===== config.mk =====
export PLATFORM = sky130hd
export DESIGN_NAME = mac_learning_bridge_forward_core_flat
export DESIGN_NICKNAME = d
export VERILOG_FILES = /design/src/hdl/mlbf_pkg.sv /design/src/hdl/mlbf_if.sv /design/src/hdl/mlbf_ram.sv /design/src/hdl/mlbf_datapath.sv /design/src/hdl/mlbf_ctrl.sv /design/src/hdl/mac_learning_bridge_forward_core.sv /design/src/flat_wrapper.sv
export SDC_FILE = /design/constraint.sdc
export NUM_CORES = 2
export LEC_CHECK = 0
export BUFFER_PORTS_ARGS = -buffer_cell sky130_fd_sc_hd__buf_2
export CAP_MARGIN = 20
export CORE_ASPECT_RATIO = 1.1
export CORE_UTILIZATION = 30
export CTS_BUF_LIST = sky130_fd_sc_hd__clkbuf_8
export CTS_CLUSTER_SIZE = 14
export DETAILED_ROUTE_END_ITERATION = 8
export PLACE_DENSITY = 0.55
export REMOVE_ABC_BUFFERS = 1
export SETUP_SLACK_MARGIN = 0.3
export SYNTH_ARGS = -nofsm -noshare
export SYNTH_HDL_FRONTEND = slang
export SYNTH_HIERARCHICAL = 1
export SYNTH_SLANG_ARGS = --single-unit

===== constraint.sdc =====
create_clock -name clk_i -period 10 [get_ports clk_i]
set_input_delay 0 -clock clk_i [delete_from_list [all_inputs] [get_ports clk_i]]
set_output_delay 0 -clock clk_i [all_outputs]
set_load 0.02 [all_outputs]

===== src/hdl/mlbf_pkg.sv =====
`timescale 1ns / 1ps

package mlbf_pkg;

  localparam int unsigned TABLE_ENTRIES = 64;
  localparam int unsigned PORT_COUNT    = 8;
  localparam int unsigned MAC_BYTES     = 6;
  localparam int unsigned MAC_W         = MAC_BYTES * 8;
  localparam int unsigned PORT_W        = 3;
  localparam int unsigned MASK_W        = 8;
  localparam int unsigned LEN_W         = 14;
  localparam int unsigned HEADER_BYTES  = 2 * MAC_BYTES + 2;

  localparam logic [MAC_W-1:0]  BCAST_MAC     = '1;
  localparam logic [MASK_W-1:0] PRESENT_RESET = 8'hFF;
  localparam logic [MASK_W-1:0] PORT_LIMIT_MASK =
      (PORT_COUNT >= MASK_W) ? '1 : MASK_W'((1 << PORT_COUNT) - 1);

  typedef enum logic {
    CMD_FRAME   = 1'b0,
    CMD_INSTALL = 1'b1
  } cmd_e;

  typedef struct packed {
    logic load;
    logic read;
    logic commit;
  } ctrl_cmd_t;

  typedef struct packed {
    logic table_empty;
    logic scan_last;
  } ctrl_stat_t;

endpackage


===== src/hdl/mlbf_if.sv =====
`timescale 1ns / 1ps

interface mlbf_item_if;
  logic                        valid;
  logic                        ready;
  logic [0:0]                  cmd;
  logic [mlbf_pkg::PORT_W-1:0] ingress_port;
  logic [mlbf_pkg::MAC_W-1:0]  src_mac;
  logic [mlbf_pkg::MAC_W-1:0]  dst_mac;
  logic [mlbf_pkg::LEN_W-1:0]  frame_length;

  modport source (output valid, cmd, ingress_port, src_mac, dst_mac, frame_length,
                  input ready);
  modport sink   (input valid, cmd, ingress_port, src_mac, dst_mac, frame_length,
                  output ready);
endinterface

interface mlbf_result_if;
  logic                        valid;
  logic                        ready;
  logic [mlbf_pkg::MASK_W-1:0] forward_mask;
  logic                        learned;
  logic                        local_rx;
  logic                        table_full;

  modport source (output valid, forward_mask, learned, local_rx, table_full,
                  input ready);
  modport sink   (input valid, forward_mask, learned, local_rx, table_full,
                  output ready);
endinterface

interface mlbf_cfg_if;
  logic                        valid;
  logic                        ready;
  logic [mlbf_pkg::MASK_W-1:0] data;

  modport source (output valid, data, input ready);
  modport sink   (input valid, data, output ready);
endinterface


===== src/hdl/mlbf_ram.sv =====
`timescale 1ns / 1ps

module mlbf_ram #(
  parameter int unsigned WIDTH = 8,
  parameter int unsigned DEPTH = 2
) (
  input  logic                     clk_i,
  input  logic                     wr_en_i,
  input  logic [$clog2(DEPTH)-1:0] wr_addr_i,
  input  logic [WIDTH-1:0]         wr_data_i,
  input  logic                     rd_en_i,
  input  logic [$clog2(DEPTH)-1:0] rd_addr_i,
  output logic [WIDTH-1:0]         rd_data_o
);

  logic [WIDTH-1:0] mem_q [DEPTH];
  logic [WIDTH-1:0] rd_data_q;

  always_ff @(posedge clk_i) begin
    if (wr_en_i) begin
      mem_q[wr_addr_i] <= wr_data_i;
    end
    if (rd_en_i) begin
      rd_data_q <= mem_q[rd_addr_i];
    end
  end

  assign rd_data_o = rd_data_q;

endmodule


===== src/hdl/mlbf_datapath.sv =====
`timescale 1ns / 1ps

module mlbf_datapath #(
  parameter int unsigned TABLE_ENTRIES = mlbf_pkg::TABLE_ENTRIES
) (
  input  logic                        clk_i,
  input  logic                        rst_ni,
  input  mlbf_pkg::ctrl_cmd_t         cmd_i,
  output mlbf_pkg::ctrl_stat_t        stat_o,
  input  logic [0:0]                  cmd_field_i,
  input  logic [mlbf_pkg::PORT_W-1:0] ingress_port_i,
  input  logic [mlbf_pkg::MAC_W-1:0]  src_mac_i,
  input  logic [mlbf_pkg::MAC_W-1:0]  dst_mac_i,
  input  logic [mlbf_pkg::LEN_W-1:0]  frame_length_i,
  input  logic                        cfg_valid_i,
  input  logic [mlbf_pkg::MASK_W-1:0] cfg_data_i,
  output logic [mlbf_pkg::MASK_W-1:0] forward_mask_o,
  output logic                        learned_o,
  output logic                        local_rx_o,
  output logic                        table_full_o
);

  localparam int unsigned IDX_W = $clog2(TABLE_ENTRIES);
  localparam int unsigned CNT_W = $clog2(TABLE_ENTRIES + 1);
  localparam int unsigned ENT_W = mlbf_pkg::PORT_W + mlbf_pkg::MAC_W;

  logic [0:0]                  cmd_q;
  logic [mlbf_pkg::PORT_W-1:0] port_q;
  logic [mlbf_pkg::MAC_W-1:0]  src_q;
  logic [mlbf_pkg::MAC_W-1:0]  dst_q;
  logic [mlbf_pkg::LEN_W-1:0]  len_q;

  logic [mlbf_pkg::MASK_W-1:0] present_q;
  logic [CNT_W-1:0]            fill_q, fill_d;

  logic [IDX_W-1:0]            scan_addr_q;
  logic                        rd_pend_q;
  logic [IDX_W-1:0]            rd_idx_q;

  logic                        src_found_q, dst_found_q;
  logic [IDX_W-1:0]            src_idx_q;
  logic [mlbf_pkg::PORT_W-1:0] src_port_q, dst_port_q;

  logic [mlbf_pkg::MASK_W-1:0] fwd_q;
  logic                        learned_q, local_q, full_q;

  logic [ENT_W-1:0]            rd_data;
  logic [mlbf_pkg::MAC_W-1:0]  rd_mac;
  logic [mlbf_pkg::PORT_W-1:0] rd_port;

  logic                        wr_en;
  logic [IDX_W-1:0]            wr_addr;
  logic [mlbf_pkg::MASK_W-1:0] fwd_d;
  logic                        learned_d, local_d, full_d;
  logic                        at_capacity, src_bc, dst_bc, flood;
  logic [mlbf_pkg::MASK_W-1:0] port_bit;

  assign rd_mac  = rd_data[mlbf_pkg::MAC_W-1:0];
  assign rd_port = rd_data[ENT_W-1:mlbf_pkg::MAC_W];

  assign stat_o.table_empty = (fill_q == '0);
  assign stat_o.scan_last   = (CNT_W'(scan_addr_q) == fill_q - CNT_W'(1));

  mlbf_ram #(
    .WIDTH (ENT_W),
    .DEPTH (TABLE_ENTRIES)
  ) u_table (
    .clk_i     (clk_i),
    .wr_en_i   (wr_en && cmd_i.commit),
    .wr_addr_i (wr_addr),
    .wr_data_i ({port_q, src_q}),
    .rd_en_i   (cmd_i.read),
    .rd_addr_i (scan_addr_q),
    .rd_data_o (rd_data)
  );

  always_comb begin
    at_capacity = (fill_q == CNT_W'(TABLE_ENTRIES));
    src_bc      = (src_q == mlbf_pkg::BCAST_MAC);
    dst_bc      = (dst_q == mlbf_pkg::BCAST_MAC);
    port_bit    = mlbf_pkg::MASK_W'(1) << port_q;
    wr_en       = 1'b0;
    wr_addr     = fill_q[IDX_W-1:0];
    fwd_d       = '0;
    learned_d   = 1'b0;
    local_d     = 1'b0;
    full_d      = 1'b0;
    flood       = 1'b0;
    fill_d      = fill_q;
    if (cmd_q == mlbf_pkg::CMD_INSTALL) begin
      if (!src_bc) begin
        if (src_found_q) begin
          wr_en   = 1'b1;
          wr_addr = src_idx_q;
        end else if (!at_capacity) begin
          wr_en     = 1'b1;
          learned_d = 1'b1;
          fill_d    = fill_q + CNT_W'(1);
        end else begin
          full_d = 1'b1;
        end
      end
    end else if (len_q >= mlbf_pkg::LEN_W'(mlbf_pkg::HEADER_BYTES)) begin
      if (src_found_q) begin
        local_d = (src_port_q == port_q);
      end else if (!src_bc) begin
        local_d = 1'b1;
        if (!at_capacity) begin
          wr_en     = 1'b1;
          learned_d = 1'b1;
          fill_d    = fill_q + CNT_W'(1);
        end else begin
          full_d = 1'b1;
        end
      end
      flood = dst_bc || !dst_found_q;
      if (!flood && (dst_port_q != port_q)) begin
        fwd_d = mlbf_pkg::MASK_W'(1) << dst_port_q;
      end
      if (flood && local_d) begin
        fwd_d = present_q & mlbf_pkg::PORT_LIMIT_MASK & ~port_bit;
      end
    end
  end

  always_ff @(posedge clk_i or negedge rst_ni) begin
    if (!rst_ni) begin
      present_q <= mlbf_pkg::PRESENT_RESET;
      fill_q    <= '0;
      rd_pend_q <= 1'b0;
    end else begin
      if (cfg_valid_i) begin
        present_q <= cfg_data_i;
      end
      if (cmd_i.commit) begin
        fill_q <= fill_d;
      end
      rd_pend_q <= cmd_i.read;
    end
  end

  always_ff @(posedge clk_i) begin
    if (cmd_i.load) begin
      cmd_q       <= cmd_field_i;
      port_q      <= ingress_port_i;
      src_q       <= src_mac_i;
      dst_q       <= dst_mac_i;
      len_q       <= frame_length_i;
      scan_addr_q <= '0;
      src_found_q <= 1'b0;
      dst_found_q <= 1'b0;
    end else begin
      if (cmd_i.read) begin
        scan_addr_q <= scan_addr_q + IDX_W'(1);
      end
      if (rd_pend_q) begin
        if (!src_found_q && (rd_mac == src_q)) begin
          src_found_q <= 1'b1;
          src_idx_q   <= rd_idx_q;
          src_port_q  <= rd_port;
        end
        if (!dst_found_q && (rd_mac == dst_q)) begin
          dst_found_q <= 1'b1;
          dst_port_q  <= rd_port;
        end
      end
    end
    rd_idx_q <= scan_addr_q;
    if (cmd_i.commit) begin
      fwd_q     <= fwd_d;
      learned_q <= learned_d;
      local_q   <= local_d;
      full_q    <= full_d;
    end
  end

  assign forward_mask_o = fwd_q;
  assign learned_o      = learned_q;
  assign local_rx_o     = local_q;
  assign table_full_o   = full_q;

endmodule


===== src/hdl/mlbf_ctrl.sv =====
`timescale 1ns / 1ps

module mlbf_ctrl (
  input  logic                 clk_i,
  input  logic                 rst_ni,
  input  logic                 in_valid_i,
  output logic                 in_ready_o,
  output logic                 out_valid_o,
  input  logic                 out_ready_i,
  output mlbf_pkg::ctrl_cmd_t  cmd_o,
  input  mlbf_pkg::ctrl_stat_t stat_i
);

  typedef enum logic [1:0] {
    ST_IDLE,
    ST_SCAN,
    ST_FLUSH,
    ST_DECIDE
  } state_e;

  state_e state_q;
  logic   out_valid_q;
  logic   out_free;

  assign out_free = !out_valid_q || out_ready_i;

  always_comb begin
    cmd_o      = '0;
    in_ready_o = 1'b0;
    unique case (state_q)
      ST_IDLE: begin
        in_ready_o = 1'b1;
        cmd_o.load = in_valid_i;
      end
      ST_SCAN: begin
        cmd_o.read = 1'b1;
      end
      ST_FLUSH: begin
      end
      ST_DECIDE: begin
        cmd_o.commit = out_free;
      end
      default: begin
      end
    endcase
  end

  always_ff @(posedge clk_i or negedge rst_ni) begin
    if (!rst_ni) begin
      state_q     <= ST_IDLE;
      out_valid_q <= 1'b0;
    end else begin
      if ((state_q == ST_DECIDE) && out_free) begin
        out_valid_q <= 1'b1;
      end else if (out_ready_i) begin
        out_valid_q <= 1'b0;
      end
      unique case (state_q)
        ST_IDLE: begin
          if (in_valid_i) begin
            state_q <= stat_i.table_empty ? ST_DECIDE : ST_SCAN;
          end
        end
        ST_SCAN: begin
          if (stat_i.scan_last) begin
            state_q <= ST_FLUSH;
          end
        end
        ST_FLUSH: begin
          state_q <= ST_DECIDE;
        end
        ST_DECIDE: begin
          if (out_free) begin
            state_q <= ST_IDLE;
          end
        end
        default: begin
          state_q <= ST_IDLE;
        end
      endcase
    end
  end

  assign out_valid_o = out_valid_q;

endmodule


===== src/hdl/mac_learning_bridge_forward_core.sv =====
`timescale 1ns / 1ps
// Learning bridge forwarding decision core.
// item_i carries one beat per frame header (cmd 0) or table install (cmd 1);
// every beat yields exactly one beat on result_o, in order.
// cfg_i writes the present-ports mask; it is always ready and takes effect at
// once; it must be written only while the core is idle, which is not enforced.
// After the item is accepted, the single read port of the MAC table is swept
// one entry per cycle over the entries in use, source and destination compared
// together; a flush state then drains the read register and a decide state
// commits the learn write and raises the result beat. With an empty table the
// sweep and flush are skipped. The next item can be taken in the cycle after
// the result beat is raised at the earliest.
// Only one item is in flight; item_i.ready is high while the core is idle.
// If result_o stalls, the finished result is held and the core still takes
// the next item, waiting to commit it until the result register is free.
// Reset empties the table (fill count to zero), sets the mask to all ones
// and drops any pending result; no clearing pass is needed.
module mac_learning_bridge_forward_core #(
  parameter int unsigned TABLE_ENTRIES = mlbf_pkg::TABLE_ENTRIES
) (
  input  logic          clk_i,
  input  logic          rst_ni,
  mlbf_item_if.sink     item_i,
  mlbf_result_if.source result_o,
  mlbf_cfg_if.sink      cfg_i
);

  mlbf_pkg::ctrl_cmd_t  cmd;
  mlbf_pkg::ctrl_stat_t stat;

  assign cfg_i.ready = 1'b1;

  mlbf_ctrl u_ctrl (
    .clk_i       (clk_i),
    .rst_ni      (rst_ni),
    .in_valid_i  (item_i.valid),
    .in_ready_o  (item_i.ready),
    .out_valid_o (result_o.valid),
    .out_ready_i (result_o.ready),
    .cmd_o       (cmd),
    .stat_i      (stat)
  );

  mlbf_datapath #(
    .TABLE_ENTRIES (TABLE_ENTRIES)
  ) u_datapath (
    .clk_i          (clk_i),
    .rst_ni         (rst_ni),
    .cmd_i          (cmd),
    .stat_o         (stat),
    .cmd_field_i    (item_i.cmd),
    .ingress_port_i (item_i.ingress_port),
    .src_mac_i      (item_i.src_mac),
    .dst_mac_i      (item_i.dst_mac),
    .frame_length_i (item_i.frame_length),
    .cfg_valid_i    (cfg_i.valid),
    .cfg_data_i     (cfg_i.data),
    .forward_mask_o (result_o.forward_mask),
    .learned_o      (result_o.learned),
    .local_rx_o     (result_o.local_rx),
    .table_full_o   (result_o.table_full)
  );

endmodule


===== src/flat_wrapper.sv =====
// flat-port wrapper written by rule: the top's interface ports become plain ports
module mac_learning_bridge_forward_core_flat 
#(
  parameter int unsigned TABLE_ENTRIES = mlbf_pkg::TABLE_ENTRIES
)
  (clk_i, rst_ni, item_i_valid, item_i_cmd, item_i_ingress_port, item_i_src_mac, item_i_dst_mac, item_i_frame_length, item_i_ready, result_o_valid, result_o_forward_mask, result_o_learned, result_o_local_rx, result_o_table_full, result_o_ready, cfg_i_valid, cfg_i_data, cfg_i_ready);
  mlbf_item_if item_i_i ();
  mlbf_result_if result_o_i ();
  mlbf_cfg_if cfg_i_i ();
  input  logic clk_i;
  input  logic rst_ni;
  input wire logic [$bits(item_i_i.valid)-1:0] item_i_valid;
  input wire logic [$bits(item_i_i.cmd)-1:0] item_i_cmd;
  input wire logic [$bits(item_i_i.ingress_port)-1:0] item_i_ingress_port;
  input wire logic [$bits(item_i_i.src_mac)-1:0] item_i_src_mac;
  input wire logic [$bits(item_i_i.dst_mac)-1:0] item_i_dst_mac;
  input wire logic [$bits(item_i_i.frame_length)-1:0] item_i_frame_length;
  output wire logic [$bits(item_i_i.ready)-1:0] item_i_ready;
  output wire logic [$bits(result_o_i.valid)-1:0] result_o_valid;
  output wire logic [$bits(result_o_i.forward_mask)-1:0] result_o_forward_mask;
  output wire logic [$bits(result_o_i.learned)-1:0] result_o_learned;
  output wire logic [$bits(result_o_i.local_rx)-1:0] result_o_local_rx;
  output wire logic [$bits(result_o_i.table_full)-1:0] result_o_table_full;
  input wire logic [$bits(result_o_i.ready)-1:0] result_o_ready;
  input wire logic [$bits(cfg_i_i.valid)-1:0] cfg_i_valid;
  input wire logic [$bits(cfg_i_i.data)-1:0] cfg_i_data;
  output wire logic [$bits(cfg_i_i.ready)-1:0] cfg_i_ready;
  assign item_i_i.valid = item_i_valid;
  assign item_i_i.cmd = item_i_cmd;
  assign item_i_i.ingress_port = item_i_ingress_port;
  assign item_i_i.src_mac = item_i_src_mac;
  assign item_i_i.dst_mac = item_i_dst_mac;
  assign item_i_i.frame_length = item_i_frame_length;
  assign item_i_ready = item_i_i.ready;
  assign result_o_valid = result_o_i.valid;
  assign result_o_forward_mask = result_o_i.forward_mask;
  assign result_o_learned = result_o_i.learned;
  assign result_o_local_rx = result_o_i.local_rx;
  assign result_o_table_full = result_o_i.table_full;
  assign result_o_i.ready = result_o_ready;
  assign cfg_i_i.valid = cfg_i_valid;
  assign cfg_i_i.data = cfg_i_data;
  assign cfg_i_ready = cfg_i_i.ready;
  mac_learning_bridge_forward_core #(.TABLE_ENTRIES(TABLE_ENTRIES)) u_core (.clk_i(clk_i), .rst_ni(rst_ni), .item_i(item_i_i), .result_o(result_o_i), .cfg_i(cfg_i_i));
endmodule

==> metrics <==
DR WL met3 37100 um; FFs w/ async S/R, synth 0.545%; Worst-Margin Slew between 1000 and 1500 ps; die height around 700 um; Post-CTS Resized 0; Hold Violations, Final 0; HPWL Detailed roughly 230000 um; CTS clock-pin slew for the worst setup and hold paths about 70 ps; Crit Path Category flip-flop to flip-flop; sequential fraction of the synthesis area between 70% and 80%; min-delay worst type input pin to flip-flop; clk sink count 3484; Initial Utilization 30.2%; DRC violations left 0; Reg-to-Reg End u_core/u_datapath/u_table/mem_q[63][2]$_DFFE_PP_; nets@finish 6796; Slew headroom between 20% and 30%; Peak VDD IR a little over 0.0002 V; antenna-violating nets left 0; first-pass GRT wire length between 500000 and 600000 um; largest net degree at the start of global routing about 110; CP required roughly 11000 ps; Slew Limit Fails 0; routed vias/inst between 5 and 6; share of the synthesized area in the top cell type between 70 and 80%; top cells by area, synth edfxtp_1 (78%), mux4_2 (15%), o22ai_1 (0.76%); final instance count without filler cells roughly 13000; Max Freq around 150 MHz; Max FO, Critical Path 67; IO buf count ~140; wire length on met1 between 150000 and 200000 um; top cell type by total area after synthesis edfxtp_1; die area 444000 sq um; Max Cap Violations 0; R2R setup slack between 3000 and 4000 ps; Primary FF master, synth edfxtp_1; worst-path cell chain buf_4, nand4_1, nor4_1, nand3_1, and3_1, mux2_2, nand4_1, nor2_4, buf_4; Setup Skew around 110 ps; std cell rows about 260; synthesized area per cell 23.3 sq um; post-synthesis cell count between 5000 and 6000; PD cells 249 nW/um^2; final wirelength between 300000 and 400000 um; Ys Warns 6; R2R depth 9; most frequent cell after synthesis edfxtp_1; status complete, no violations; Detailed Route Iter0 Violations between 8000 and 9000; Crit path largest cell delay 1160 ps; WL per Instance 30.8 um; post-route setup TNS 0 ps; Critical R2R Launch u_core/u_datapath/src_q[16]$_DFFE_PP_; Startpoint Class flip-flop; min Tclk post-route approximately 6800 ps; vias in the first global route 68300; # setup viols final 0; Post-DP Area around 140000 sq um; share of cells above drive strength 1 between 20% and 30%; GPL Wtd Cong 0.866; CP max stage cell nor2_4; H-tree Lvls 6; Layout area overhead 17.4%; Worst path top cell family by delay simple AND/OR/NAND/NOR gates; Worst setup EP type flip-flop; TritonCTS clock tree built; Post-synth top cells edfxtp_1 (3451), mux4_2 (886), nor2_1 (175), o22ai_1 (161), clkbuf_1 (126); hold_sp item_i_src_mac[22]; Total Power slightly below 0.04 W; number of synthesized register bits roughly 3500; RSZ-0062 raised after global routing false; Final Instance Area about 160000 sq um; Root Buffer clkbuf_8; met2 WL approximately 190000 um; cell area after synthesis around 130000 sq um; CTS buffer count roughly 580; GRT overflow 0; worst path bufs/invs 2; IO Pins ~140; die width 636 um; routed vias ~66000; Post-synth EDFFs around 3500; Top Layer Used met5; post-synthesis cell type count 62; worst skew pair latency approximately 1300 ps; Placeable Area 439000 sq um; initial antenna violation count 36; Placed Cells ~12000; Max Buffers Root-to-Sink 4; hold endpoint u_core/u_datapath/src_q[22]$_DFFE_PP_; Leakage between 40 and 50 nW; crit share post-route roughly two thirds; CP arrival roughly 7600 ps; GRT Overall Usage 17.5%; hold depth 3; DR pass1 iterations 5
==> per-stage QoR <==
stage                     utilization [%]  setup WS, ps  hold slack [ps]
after floorplan                         -        -27750             -296
after global placement               32.2          3340            -26.9
after detailed placement             32.2          3320            -13.6
after CTS                            35.4          3270             16.6
after global routing                 35.4          2950             94.0
final                                35.4          3220              134
==> state kept, by name, summed over array words and instances, names as in the netlist, 2 cells and up <==
register                             cells
u_core/u_datapath/u_table/mem_q       3264
u_core/u_datapath/dst_port_q             3
u_core/u_datapath/len_q                 13
u_core/u_datapath/dst_q                 48
u_core/u_datapath/scan_addr_q            6
u_core/u_datapath/src_port_q             3
u_core/u_datapath/present_q              8
u_core/u_datapath/fill_q                 7
u_core/u_datapath/port_q                 3
u_core/u_datapath/forward_mask_o         8
u_core/u_datapath/src_idx_q              6
u_core/u_datapath/rd_idx_q               6
u_core/u_datapath/src_q                 48
u_core/u_ctrl/state_q                    2
u_core/u_datapath/u_table/rd_data_o     51
==> worst min-delay path, stage by stage <==
cell,delay [ps]
dlygate4sd3_1,520
buf_2,100
dlygate4sd3_1,560
==> logic make-up (layout without fill, tap and decap cells) <==
family                     after synthesis  after routing  share of synthesized area (%)
AOI/OAI and AO/OA                      369            369                           1.84
adders and majority gates                7              7                         0.0661
DFF                                   3484           3484                           78.8
buffers and inverters                  313           1727                           1.07
muxes                                 1004           1004                           16.0
xor gates and xnor gates               113            113                          0.747
and+or+nand+nor                        404            404                           1.47
other                                    1             17                        0.00283
==> worst max path at each step <==
stage | startpoint | end | cells after the start
final | u_core/u_datapath/src_q[16]$_DFFE_PP_ | u_core/u_datapath/u_table/mem_q[63][2]$_DFFE_PP_ | 9
after global routing | u_core/u_datapath/src_q[16]$_DFFE_PP_ | u_core/u_datapath/u_table/mem_q[61][26]$_DFFE_PP_ | 10
after CTS | u_core/u_datapath/src_q[16]$_DFFE_PP_ | u_core/u_datapath/u_table/mem_q[30][41]$_DFFE_PP_ | 10
after detailed placement | u_core/u_datapath/src_q[16]$_DFFE_PP_ | u_core/u_datapath/u_table/mem_q[61][26]$_DFFE_PP_ | 10
after global placement | u_core/u_datapath/src_q[16]$_DFFE_PP_ | u_core/u_datapath/u_table/mem_q[21][42]$_DFFE_PP_ | 10
after floorplan | u_core/u_datapath/scan_addr_q[0]$_SDFFE_PP0P_ | u_core/u_datapath/u_table/rd_data_o[46]$_DFFE_PP_ | 5
==> cell type report <==
cell class	instances	area, sq um
fillers	40500	283000
flip-flops and latches	3484	104000
multi-input cells	1898	27200
clock buffers	587	8080
well taps	5782	7230
repair buffers	688	5950
clock inverters	441	2640
inverters	11	43.8
diodes	16	40.0
==> power by group <==
part	switching [W]	total, W	internal (W)
registers	0.000557	0.0177	0.0171
clock network	0.00594	0.0118	0.00591
logic	0.00537	0.00931	0.00394
total	0.0119	0.0388	0.0269
==> metal layers <==
layer  GRT usage (%)  vias up
met1            22.9    36200
met3            4.55      620
met5               0        -
met2            28.2     3237
met4            6.45        2
li1                -    26400
==> cells in the final DEF, fill, tap and decap left out, drive strengths merged, types with 18 or more instances in the layout <==
cell type       n
o21ai          38
clkinv        182
xnor2          62
clkbuf        588
a31oi          18
edfxtp       3451
mux2i          55
o22ai         161
a21oi          70
nand4          46
mux4          886
mux2           63
o221ai         51
nor2          175
dlygate4sd3   328
xor2           51
nand2          65
nor4           19
inv           246
buf           359
==> what timing repair did <==
action                                  in CTS  in global routing
buffers inserted                             0                  0
hold buffers                               328                  0
endpoints found under the hold margin      282                  0
endpoints found under the setup margin       0                  0
(Power assumes the default switching activity.)
